File: src/design/rgb_to_hsv_converter_core_defines.svh
// ----------------------------------------------------------------------------
// rgb to hsv converter assertion macros
// shared checking macros for the converter top level
// ----------------------------------------------------------------------------
`ifndef RGB_TO_HSV_CONVERTER_CORE_DEFINES_SVH
`define RGB_TO_HSV_CONVERTER_CORE_DEFINES_SVH

// property that must hold at every clock edge outside reset
`define RHC_ASSERT(label, prop, msg) \
    label: assert property (@(posedge clk) disable iff (!rst_n) (prop)) else $error(msg);

// condition that must never be seen outside reset
`define RHC_ASSERT_NEVER(label, expr, msg) \
    `RHC_ASSERT(label, !(expr), msg)

`endif

File: src/design/rgbhsv_pkg.sv
// ----------------------------------------------------------------------------
// rgbhsv_pkg
// constants and types shared by the rgb to hsv converter
// ----------------------------------------------------------------------------
`default_nettype none

package rgbhsv_pkg;

    localparam int unsigned CH_W        = 8;
    localparam int unsigned FRAC_W      = 6;
    localparam int unsigned CMAX        = (1 << CH_W) - 1;
    localparam int unsigned FX_SCALE    = 1 << FRAC_W;
    localparam int unsigned PCT_SCALE   = 100 * FX_SCALE;

    localparam int unsigned HUE_SIXTH      = 60;
    localparam int unsigned HUE_THIRD      = 120;
    localparam int unsigned HUE_TWO_THIRDS = 240;
    localparam int unsigned HUE_FULL       = 360;

    localparam int unsigned HUE_W       = 15;
    localparam int unsigned PCT_W       = 13;
    localparam int unsigned NUM_W       = $clog2(HUE_FULL * CMAX);
    localparam int unsigned CALC_W      = NUM_W + 2;
    localparam int unsigned HUE_DVD_W   = NUM_W + FRAC_W;
    localparam int unsigned PCT_DVD_W   = $clog2(CMAX * PCT_SCALE + 1);
    localparam int unsigned DIV_STEPS   = HUE_W;
    localparam int unsigned DIV_W       = (HUE_DVD_W > CH_W + DIV_STEPS) ?
                                          HUE_DVD_W : CH_W + DIV_STEPS;

    localparam int unsigned BRI_MULT    = CMAX + 2;
    localparam int unsigned BRI_PROD_W  = PCT_DVD_W + CH_W + 1;

    localparam int unsigned IN_DATA_W   = ((3 * CH_W + 7) / 8) * 8;
    localparam int unsigned OUT_FIELD_W = HUE_W + 2 * PCT_W;
    localparam int unsigned OUT_DATA_W  = ((OUT_FIELD_W + 7) / 8) * 8;

    typedef struct packed {
        logic [NUM_W-1:0] num;
        logic [CH_W-1:0]  delta;
        logic [CH_W-1:0]  max_ch;
        logic             black;
        logic             grey;
    } cls_t;

endpackage

`default_nettype wire

File: src/design/rgbhsv_front.sv
// ----------------------------------------------------------------------------
// rgbhsv_front
// input register and pixel classification: max, delta, hue numerator
// ----------------------------------------------------------------------------
`default_nettype none

module rgbhsv_front (
    input  wire logic                             clk,
    input  wire logic                             rst_n,
    input  wire logic                             s_axis_tvalid,
    output logic                                  s_axis_tready,
    input  wire logic [rgbhsv_pkg::IN_DATA_W-1:0] s_axis_tdata,
    output logic                                  push_valid,
    input  wire logic                             push_ready,
    output rgbhsv_pkg::cls_t                      push_data
);
    import rgbhsv_pkg::*;

    logic            in_valid_reg, in_valid_next;
    logic [CH_W-1:0] red_reg, green_reg, blue_reg;
    logic            accept;

    assign s_axis_tready = !in_valid_reg || push_ready;
    assign accept        = s_axis_tvalid && s_axis_tready;
    assign push_valid    = in_valid_reg;

    always_comb
    begin
        in_valid_next = in_valid_reg;
        if (accept)
        begin
            in_valid_next = 1'b1;
        end
        else if (push_ready)
        begin
            in_valid_next = 1'b0;
        end
    end

    always_ff @(posedge clk or negedge rst_n)
    begin
        if (!rst_n)
        begin
            in_valid_reg <= 1'b0;
        end
        else
        begin
            in_valid_reg <= in_valid_next;
        end
    end

    always_ff @(posedge clk)
    begin
        if (accept)
        begin
            red_reg   <= s_axis_tdata[CH_W-1:0];
            green_reg <= s_axis_tdata[2*CH_W-1:CH_W];
            blue_reg  <= s_axis_tdata[3*CH_W-1:2*CH_W];
        end
    end

    always_comb
    begin
        logic [CH_W-1:0]   mx;
        logic [CH_W-1:0]   mn;
        logic [CH_W-1:0]   dd;
        logic [CALC_W-1:0] base;
        logic [CH_W-1:0]   pos;
        logic [CH_W-1:0]   neg;
        logic [CALC_W-1:0] num;

        mx = red_reg;
        if (green_reg > mx)
        begin
            mx = green_reg;
        end
        if (blue_reg > mx)
        begin
            mx = blue_reg;
        end
        mn = red_reg;
        if (green_reg < mn)
        begin
            mn = green_reg;
        end
        if (blue_reg < mn)
        begin
            mn = blue_reg;
        end
        dd = mx - mn;

        // first channel equal to max picks the sector
        if (red_reg == mx)
        begin
            base = (green_reg < blue_reg) ? CALC_W'(dd) * CALC_W'(HUE_FULL) : '0;
            pos  = green_reg;
            neg  = blue_reg;
        end
        else if (green_reg == mx)
        begin
            base = CALC_W'(dd) * CALC_W'(HUE_THIRD);
            pos  = blue_reg;
            neg  = red_reg;
        end
        else
        begin
            base = CALC_W'(dd) * CALC_W'(HUE_TWO_THIRDS);
            pos  = red_reg;
            neg  = green_reg;
        end
        num = base + CALC_W'(pos) * CALC_W'(HUE_SIXTH) - CALC_W'(neg) * CALC_W'(HUE_SIXTH);

        push_data.num    = num[NUM_W-1:0];
        push_data.delta  = dd;
        push_data.max_ch = mx;
        push_data.black  = (mx == '0);
        push_data.grey   = (dd == '0);
    end

endmodule

`default_nettype wire

File: src/design/rgbhsv_queue.sv
// ----------------------------------------------------------------------------
// rgbhsv_queue
// two-entry register queue between classification and arithmetic
// ----------------------------------------------------------------------------
`default_nettype none

module rgbhsv_queue (
    input  wire logic              clk,
    input  wire logic              rst_n,
    input  wire logic              push_valid,
    output logic                   push_ready,
    input  wire rgbhsv_pkg::cls_t  push_data,
    output logic                   pop_valid,
    input  wire logic              pop,
    output rgbhsv_pkg::cls_t       pop_data
);
    import rgbhsv_pkg::*;

    logic head_valid_reg, head_valid_next;
    logic tail_valid_reg, tail_valid_next;
    cls_t head_reg, head_next;
    cls_t tail_reg, tail_next;
    logic push;

    assign push_ready = !tail_valid_reg;
    assign push       = push_valid && push_ready;
    assign pop_valid  = head_valid_reg;
    assign pop_data   = head_reg;

    always_comb
    begin
        head_valid_next = head_valid_reg;
        tail_valid_next = tail_valid_reg;
        head_next       = head_reg;
        tail_next       = tail_reg;
        if (pop && head_valid_reg)
        begin
            if (tail_valid_reg)
            begin
                head_next       = tail_reg;
                tail_valid_next = push;
                tail_next       = push_data;
            end
            else
            begin
                head_valid_next = push;
                head_next       = push_data;
            end
        end
        else if (push)
        begin
            if (!head_valid_reg)
            begin
                head_valid_next = 1'b1;
                head_next       = push_data;
            end
            else
            begin
                tail_valid_next = 1'b1;
                tail_next       = push_data;
            end
        end
    end

    always_ff @(posedge clk or negedge rst_n)
    begin
        if (!rst_n)
        begin
            head_valid_reg <= 1'b0;
            tail_valid_reg <= 1'b0;
        end
        else
        begin
            head_valid_reg <= head_valid_next;
            tail_valid_reg <= tail_valid_next;
        end
    end

    always_ff @(posedge clk)
    begin
        head_reg <= head_next;
        tail_reg <= tail_next;
    end

endmodule

`default_nettype wire

File: src/design/rgbhsv_back.sv
// ----------------------------------------------------------------------------
// rgbhsv_back
// pipelined hue and saturation dividers, brightness scaling, output register
// ----------------------------------------------------------------------------
`default_nettype none

module rgbhsv_back (
    input  wire logic                              clk,
    input  wire logic                              rst_n,
    input  wire logic                              pop_valid,
    output logic                                   pop,
    input  wire rgbhsv_pkg::cls_t                  pop_data,
    output logic                                   m_axis_tvalid,
    input  wire logic                              m_axis_tready,
    output logic [rgbhsv_pkg::OUT_DATA_W-1:0]      m_axis_tdata,
    output logic                                   m_axis_tuser
);
    import rgbhsv_pkg::*;

    typedef struct packed {
        logic [DIV_W-1:0]     hrem;
        logic [DIV_STEPS-1:0] hq;
        logic [DIV_W-1:0]     srem;
        logic [DIV_STEPS-1:0] sq;
        logic [CH_W-1:0]      delta;
        logic [CH_W-1:0]      max_ch;
        logic [PCT_DVD_W-1:0] bx;
        logic [PCT_W-1:0]     bq;
        logic                 black;
        logic                 grey;
    } stage_t;

    stage_t st_reg [0:DIV_STEPS];
    stage_t st_next [0:DIV_STEPS];
    logic   vld_reg [0:DIV_STEPS];

    logic             out_valid_reg;
    logic [HUE_W-1:0] hue_reg, hue_next;
    logic [PCT_W-1:0] sat_reg, sat_next;
    logic [PCT_W-1:0] bri_reg, bri_next;
    logic             undef_reg;
    logic             advance;

    assign advance = !out_valid_reg || m_axis_tready;
    assign pop     = advance && pop_valid;

    // entry stage: dividends from the classified item
    always_comb
    begin
        st_next[0].hrem   = DIV_W'({pop_data.num, {FRAC_W{1'b0}}});
        st_next[0].hq     = '0;
        st_next[0].srem   = DIV_W'(pop_data.delta) * DIV_W'(PCT_SCALE);
        st_next[0].sq     = '0;
        st_next[0].delta  = pop_data.delta;
        st_next[0].max_ch = pop_data.max_ch;
        st_next[0].bx     = PCT_DVD_W'(pop_data.max_ch) * PCT_DVD_W'(PCT_SCALE);
        st_next[0].bq     = '0;
        st_next[0].black  = pop_data.black;
        st_next[0].grey   = pop_data.grey;
    end

    // one quotient bit per stage, msb first
    for (genvar i = 1; i <= DIV_STEPS; i++)
    begin : g_div
        localparam int unsigned K = DIV_STEPS - i;

        always_comb
        begin
            logic [DIV_W-1:0]      hdiv;
            logic [DIV_W-1:0]      sdiv;
            logic [BRI_PROD_W-1:0] bprod;
            logic [PCT_DVD_W-1:0]  brem;

            st_next[i] = st_reg[i-1];
            hdiv       = DIV_W'(st_reg[i-1].delta) << K;
            sdiv       = DIV_W'(st_reg[i-1].max_ch) << K;
            if (st_reg[i-1].hrem >= hdiv)
            begin
                st_next[i].hrem  = st_reg[i-1].hrem - hdiv;
                st_next[i].hq[K] = 1'b1;
            end
            if (st_reg[i-1].srem >= sdiv)
            begin
                st_next[i].srem  = st_reg[i-1].srem - sdiv;
                st_next[i].sq[K] = 1'b1;
            end

            bprod = '0;
            brem  = '0;
            if (i == 1)
            begin
                // reciprocal estimate of x / cmax, at most two below
                bprod = BRI_PROD_W'(st_reg[i-1].bx) * BRI_PROD_W'(BRI_MULT);
                st_next[i].bq = PCT_W'(bprod >> (2 * CH_W));
            end
            else if (i == 2)
            begin
                brem = st_reg[i-1].bx -
                       PCT_DVD_W'(st_reg[i-1].bq) * PCT_DVD_W'(CMAX);
                if (brem >= PCT_DVD_W'(2 * CMAX))
                begin
                    st_next[i].bq = st_reg[i-1].bq + PCT_W'(2);
                end
                else if (brem >= PCT_DVD_W'(CMAX))
                begin
                    st_next[i].bq = st_reg[i-1].bq + PCT_W'(1);
                end
            end
        end
    end

    always_comb
    begin
        hue_next = (st_reg[DIV_STEPS].black || st_reg[DIV_STEPS].grey) ?
                   '0 : st_reg[DIV_STEPS].hq[HUE_W-1:0];
        sat_next = st_reg[DIV_STEPS].black ? '0 : st_reg[DIV_STEPS].sq[PCT_W-1:0];
        bri_next = st_reg[DIV_STEPS].bq;
    end

    always_ff @(posedge clk or negedge rst_n)
    begin
        if (!rst_n)
        begin
            for (int j = 0; j <= DIV_STEPS; j++)
            begin
                vld_reg[j] <= 1'b0;
            end
            out_valid_reg <= 1'b0;
        end
        else if (advance)
        begin
            vld_reg[0] <= pop_valid;
            for (int j = 1; j <= DIV_STEPS; j++)
            begin
                vld_reg[j] <= vld_reg[j-1];
            end
            out_valid_reg <= vld_reg[DIV_STEPS];
        end
    end

    always_ff @(posedge clk)
    begin
        if (advance)
        begin
            for (int j = 0; j <= DIV_STEPS; j++)
            begin
                st_reg[j] <= st_next[j];
            end
            hue_reg   <= hue_next;
            sat_reg   <= sat_next;
            bri_reg   <= bri_next;
            undef_reg <= st_reg[DIV_STEPS].black;
        end
    end

    assign m_axis_tvalid = out_valid_reg;
    assign m_axis_tdata  = {{(OUT_DATA_W - OUT_FIELD_W){1'b0}}, bri_reg, sat_reg, hue_reg};
    assign m_axis_tuser  = undef_reg;

endmodule

`default_nettype wire

File: src/design/rgb_to_hsv_converter_core.sv
// ----------------------------------------------------------------------------
// rgb_to_hsv_converter_core: input register, queue, divider pipeline and output register from input to output item
// throughput one item per cycle while the output is not stalled, set by the 15-stage divider pipeline
// a stalled output holds the whole arithmetic pipeline; reset clears all valids
// ----------------------------------------------------------------------------
`default_nettype none
`include "rgb_to_hsv_converter_core_defines.svh"

module rgb_to_hsv_converter_core (
    input  wire logic                              clk,
    input  wire logic                              rst_n,
    input  wire logic                              s_axis_tvalid,
    output logic                                   s_axis_tready,
    // red, green, blue
    input  wire logic [rgbhsv_pkg::IN_DATA_W-1:0]  s_axis_tdata,
    output logic                                   m_axis_tvalid,
    input  wire logic                              m_axis_tready,
    // hue, saturation, brightness, zero pad
    output logic [rgbhsv_pkg::OUT_DATA_W-1:0]      m_axis_tdata,
    // hue_undefined, set only for black items
    output logic                                   m_axis_tuser
);
    import rgbhsv_pkg::*;

    logic push_valid;
    logic push_ready;
    cls_t push_data;
    logic pop_valid;
    logic pop;
    cls_t pop_data;

    rgbhsv_front u_front (
        .clk           (clk),
        .rst_n         (rst_n),
        .s_axis_tvalid (s_axis_tvalid),
        .s_axis_tready (s_axis_tready),
        .s_axis_tdata  (s_axis_tdata),
        .push_valid    (push_valid),
        .push_ready    (push_ready),
        .push_data     (push_data)
    );

    rgbhsv_queue u_queue (
        .clk        (clk),
        .rst_n      (rst_n),
        .push_valid (push_valid),
        .push_ready (push_ready),
        .push_data  (push_data),
        .pop_valid  (pop_valid),
        .pop        (pop),
        .pop_data   (pop_data)
    );

    rgbhsv_back u_back (
        .clk           (clk),
        .rst_n         (rst_n),
        .pop_valid     (pop_valid),
        .pop           (pop),
        .pop_data      (pop_data),
        .m_axis_tvalid (m_axis_tvalid),
        .m_axis_tready (m_axis_tready),
        .m_axis_tdata  (m_axis_tdata),
        .m_axis_tuser  (m_axis_tuser)
    );

    `RHC_ASSERT_NEVER(a_hue_range, m_axis_tvalid && (m_axis_tdata[HUE_W-1:0] >= HUE_W'(HUE_FULL * FX_SCALE)), "hue out of range")
    `RHC_ASSERT(a_pct_range, m_axis_tvalid |-> (m_axis_tdata[HUE_W+PCT_W-1:HUE_W] <= PCT_W'(PCT_SCALE)) && (m_axis_tdata[OUT_FIELD_W-1:HUE_W+PCT_W] <= PCT_W'(PCT_SCALE)), "percent out of range")
    `RHC_ASSERT(a_black, (m_axis_tvalid && m_axis_tuser) |-> (m_axis_tdata[OUT_FIELD_W-1:0] == '0), "black item not all zero")
    `RHC_ASSERT_NEVER(a_queue_drop, push_valid && !push_ready && !pop_valid, "queue full while empty")

endmodule

`default_nettype wire
File: config.mk
export PLATFORM = sky130hd
export DESIGN_NAME = rgb_to_hsv_converter_core
export DESIGN_NICKNAME = d
export VERILOG_FILES = /design/src/design/rgbhsv_pkg.sv /design/src/design/rgbhsv_front.sv /design/src/design/rgbhsv_queue.sv /design/src/design/rgbhsv_back.sv /design/src/design/rgb_to_hsv_converter_core.sv
export VERILOG_INCLUDE_DIRS = /design/src /design/src/design
export SDC_FILE = /design/constraint.sdc
export NUM_CORES = 2
export LEC_CHECK = 0
export BUFFER_PORTS_ARGS = -buffer_cell sky130_fd_sc_hd__buf_4
export CAP_MARGIN = 10
export CORE_ASPECT_RATIO = 1.2
export CORE_MARGIN = 5
export CORE_UTILIZATION = 50
export CTS_BUF_LIST = sky130_fd_sc_hd__clkbuf_4 sky130_fd_sc_hd__clkbuf_8 sky130_fd_sc_hd__clkbuf_16
export DETAILED_ROUTE_END_ITERATION = 16
export PLACE_DENSITY = 0.65
export SLEW_MARGIN = 20
export SYNTH_ARGS = -nofsm -noshare
export SYNTH_HDL_FRONTEND = slang
export SYNTH_HIERARCHICAL = 1
export SYNTH_SLANG_ARGS = --single-unit
File: constraint.sdc
create_clock -name clk -period 29.9 [get_ports clk]
set_clock_uncertainty 0.2 [all_clocks]
set_input_delay 2.99 -clock clk [delete_from_list [all_inputs] [get_ports clk]]
set_output_delay 2.99 -clock clk [all_outputs]
set_load 0.01 [all_outputs]
==> results.txt <==
Worst-margin pin slew: 1070 ps. The floorplan step set the die width to 353 um. The number of enable-type register cells in the synthesized netlist is 1337. In the final design database the tool counted 6364 nets. Weighted congestion reported at the end of routability-driven placement: 0.868. The run gives 40400 as the via count. For this run, the register share of the synthesized area comes to 57.5%. In the final layout, the multi-input gates occupy 27000 um2.

The die covers 149000 um2. Synthesis warning total: 6. The slowest stage of the critical path is the sky130_fd_sc_hd__mux2i_1 cell. The worst setup path is launched from a flip-flop. Setup violations remaining at the end of the flow were counted as 0. Clock-pin slew was measured on the worst setup and hold paths at 60 ps. The number of different library cells used by synthesis comes to 108.

For the count of instances resized after the clock tree is built, the log shows 0. The setup TNS came out at 0 ps. The highest metal layer with signal wires was met4.

For this run, design rule violations remaining after detail routing come to 0. After detailed routing, the total wire length is 124000 um. After synthesis, the mean cell area works out to 12.8 um2. The number of fill cells came out at 11500. The logs give 0 for the number of hold violations in the final report and 68900 um for the met2 wirelength from detailed routing. Across every metal layer, demand over resource in global routing totals 16.7%. TritonCTS built the clock tree. The share of synthesized registers carrying an async set or reset works out to 1.47%. The largest fanout on the critical path was 20. The first routing iteration left 1873 violations. The nature of the critical path endpoint was a flip-flop.

Setup repair after global routing left no endpoint under its margin. For this run, the leading register cell type out of synthesis is sky130_fd_sc_hd__edfxtp_1. The detailed router put a total of 45900 um of wire on met1.

The tools report the clock latency of the later-clocked register in the worst-skew pair as 770 ps. The path class of the lowest-slack min-delay path is flip-flop to flip-flop. For this configuration, the core starts out at a cell density of 50.2%.

The worst slew margin relative to its limit is 28.8%. The critical path class was flip-flop to flip-flop. Total core area: 141000 um2. The number of flip-flops and latches in the synthesized netlist works out to 1357. The number of setup buffers added after CTS is 0, and the highest cell delay on the worst timing path is 720 ps. The met3 wirelength from detailed routing was 3700 um. Most repeated library cell on the critical path: sky130_fd_sc_hd__ha_1. The per-cell routed wire length is 16.2 um.

Clock root buffer master: sky130_fd_sc_hd__clkbuf_16. Once detail routing completed, the nets flagged for antenna violations numbered 0. The tools report the cell row count as 151. The number of antenna diodes in the final layout is 0. Entering global routing, the biggest net connects 181 pins. The logs give 40600 um2 for the sequential cell area in the final layout and 1357 for the number of sinks on the clock net. The number of global-route vias before repair came out at 42100. The first-pass iteration count of the detailed router was 5; the post-synthesis to final-layout area growth was 10.3%. Combined area of all synthesized cells: 70700 um2. For this run the aggregate overflow at the end of global routing stands at 0.

The initial antenna violation count is 0, and the final cycle utilization of the critical path is 41.2%. The placed wire-length estimate after detailed placement is 90800 um, and the die extent in y is 422 um. The flow ran to the end, and the final reports show no timing, DRC or antenna violations.

The run gives 0 as the number of max-cap violations. The tools report the final max-slew violation count as 0. For the finished layout, the period the worst path requires is 12330 ps.

After technology mapping, the gate count stands at 5536. At the worst endpoint, the required time is 30220 ps. Data on the critical path arrives at its endpoint at 12640 ps. Using the TritonRoute via totals, the vias-per-cell ratio works out to 5.29. Port buffer count: 71.

Highest attainable clock frequency: 81.1 MHz. The flip-flop count of the largest register after layout came out at 1201. For this design, the CTS-stage hold fixing added 0 buffers. The run gives 203000 um as the global-route wire length before repair. The number of buffers added by the clock tree synthesis step was 141; the share of final-layout standard cells stronger than drive strength 1 was 8.28%. Pin placement for this block handled 79 I/O pins. The count of H-tree levels built during CTS is 4, and the maximum buffer depth of the clock tree is 3.
[routing by layer]
layer	global-route usage, %	up-vias
li1	-	20100
met1	17.0	19400
met2	32.9	549
met3	2.85	283
met4	7.33	0
met5	0	-
[path summary, 6_finish.rpt]
check | cells past startpoint | slack, ps | to | start
min | 0 | 200 | u_back/st_reg[0][521]$_DFFE_PN_ | u_back/st_reg[0][393]$_DFFE_PN_
min in group asynchronous | 1 | 1880 | u_back/vld_reg[14]$_DFFE_PN0N_ | rst_n
max in group asynchronous | 1 | 27410 | u_queue/tail_valid_reg$_DFFE_PN0P_ | rst_n
min reg2reg | 0 | 200 | u_back/st_reg[0][521]$_DFFE_PN_ | u_back/st_reg[0][393]$_DFFE_PN_
max reg2reg | 46 | 17570 | u_queue/pop_data[34]$_DFFE_PP_ | u_front/red_reg[1]$_DFFE_PP_
max | 46 | 17570 | u_queue/pop_data[34]$_DFFE_PP_ | u_front/red_reg[1]$_DFFE_PP_
[logic make-up after synthesis]
logic type	Yosys count	share of synthesized area, %
compound gates	954	8.44
flops	1357	57.5
other cells	2	0.0106
buf+inv	790	4.35
xor+xnor	388	4.86
simple gates	1236	9.01
mux	159	2.59
fa+ha+maj	650	13.2
[cell type report]
class | instances | area share, %
timing repair buffer | 96 | 0.977
tap | 1836 | 2.95
sequential | 1357 | 52.1
inverter | 695 | 3.36
clock buffer | 167 | 4.78
multi-input combinational | 3396 | 34.7
clock inverter | 83 | 1.15
[cells in the final DEF (no fill, tap or decap), types with 46 or more instances in the layout]
| cell type | count |
|---|---|
| sky130_fd_sc_hd__edfxtp_1 | 1337 |
| sky130_fd_sc_hd__inv_1 | 691 |
| sky130_fd_sc_hd__ha_1 | 488 |
| sky130_fd_sc_hd__nor2_1 | 301 |
| sky130_fd_sc_hd__a21oi_1 | 282 |
| sky130_fd_sc_hd__nand2_1 | 262 |
| sky130_fd_sc_hd__o21ai_0 | 242 |
| sky130_fd_sc_hd__xnor2_1 | 215 |
| sky130_fd_sc_hd__xor2_1 | 171 |
| sky130_fd_sc_hd__fa_1 | 161 |
| sky130_fd_sc_hd__clkbuf_16 | 141 |
| sky130_fd_sc_hd__nor3_1 | 98 |
| sky130_fd_sc_hd__nor2b_1 | 96 |
| sky130_fd_sc_hd__buf_4 | 92 |
| sky130_fd_sc_hd__nand3_1 | 83 |
| sky130_fd_sc_hd__a21o_1 | 67 |
| sky130_fd_sc_hd__nand2b_1 | 67 |
| sky130_fd_sc_hd__mux2_2 | 67 |
| sky130_fd_sc_hd__nor4_1 | 63 |
| sky130_fd_sc_hd__mux2i_1 | 61 |
| sky130_fd_sc_hd__o21a_1 | 59 |
| sky130_fd_sc_hd__a21boi_0 | 55 |
| sky130_fd_sc_hd__or3_1 | 48 |
| sky130_fd_sc_hd__nand4_1 | 46 |
[critical path: cells and delay by family (launching register included)]
kind,cells,cell delay [ps]
buffers and inverters,5,310
xor gates and xnor gates,3,640
AOI/OAI and AO/OA,22,5000
adders and majority gates,10,3630
muxes,3,1380
and+or+nand+nor,3,410
DFF,1,480
[Yosys cell counts, drive strengths merged, types with 47 or more instances]
| master | instances | share of area (%) |
|---|---|---|
| mux2 | 98 | 1.7 |
| ha | 488 | 8.6 |
| a21o | 67 | 0.71 |
| nor3 | 105 | 0.79 |
| nand3 | 86 | 0.64 |
| nand4 | 47 | 0.44 |
| o21a | 60 | 0.64 |
| a21boi | 56 | 0.59 |
| fa | 161 | 4.6 |
| a21oi | 286 | 2.0 |
| o21ai | 270 | 1.9 |
| nand2 | 262 | 1.4 |
| xnor2 | 215 | 2.7 |
| nor2 | 303 | 1.6 |
| edfxtp | 1337 | 57 |
| xor2 | 172 | 2.2 |
| inv | 694 | 3.7 |
| mux2i | 61 | 0.86 |
| nor4 | 69 | 0.66 |
| nor2b | 98 | 0.88 |
| clkbuf | 50 | 0.27 |
| or3 | 48 | 0.42 |
| nand2b | 67 | 0.59 |
[through the flow]
| stage | utilization (%) | hold slack (ps) | std cells | instance area [um2] | worst slack, ps |
|---|---|---|---|---|---|
| 2_1_floorplan | - | 200 | 5543 | 70700 | 819 |
| 3_3_place_gp | 52.1 | 200 | 7380 | 73300 | 17760 |
| 6_report | 55.4 | 200 | 7630 | 78000 | 17570 |
| 5_1_grt | 55.4 | 198 | 7630 | 78000 | 16760 |
| 3_5_place_dp | 52.1 | 205 | 7380 | 73300 | 17690 |
| 4_1_cts | 55.4 | 189 | 7630 | 78000 | 17640 |
Power is not shown: default switching activity piles up to over one toggle a cycle in this logic, so the estimate is an artifact.
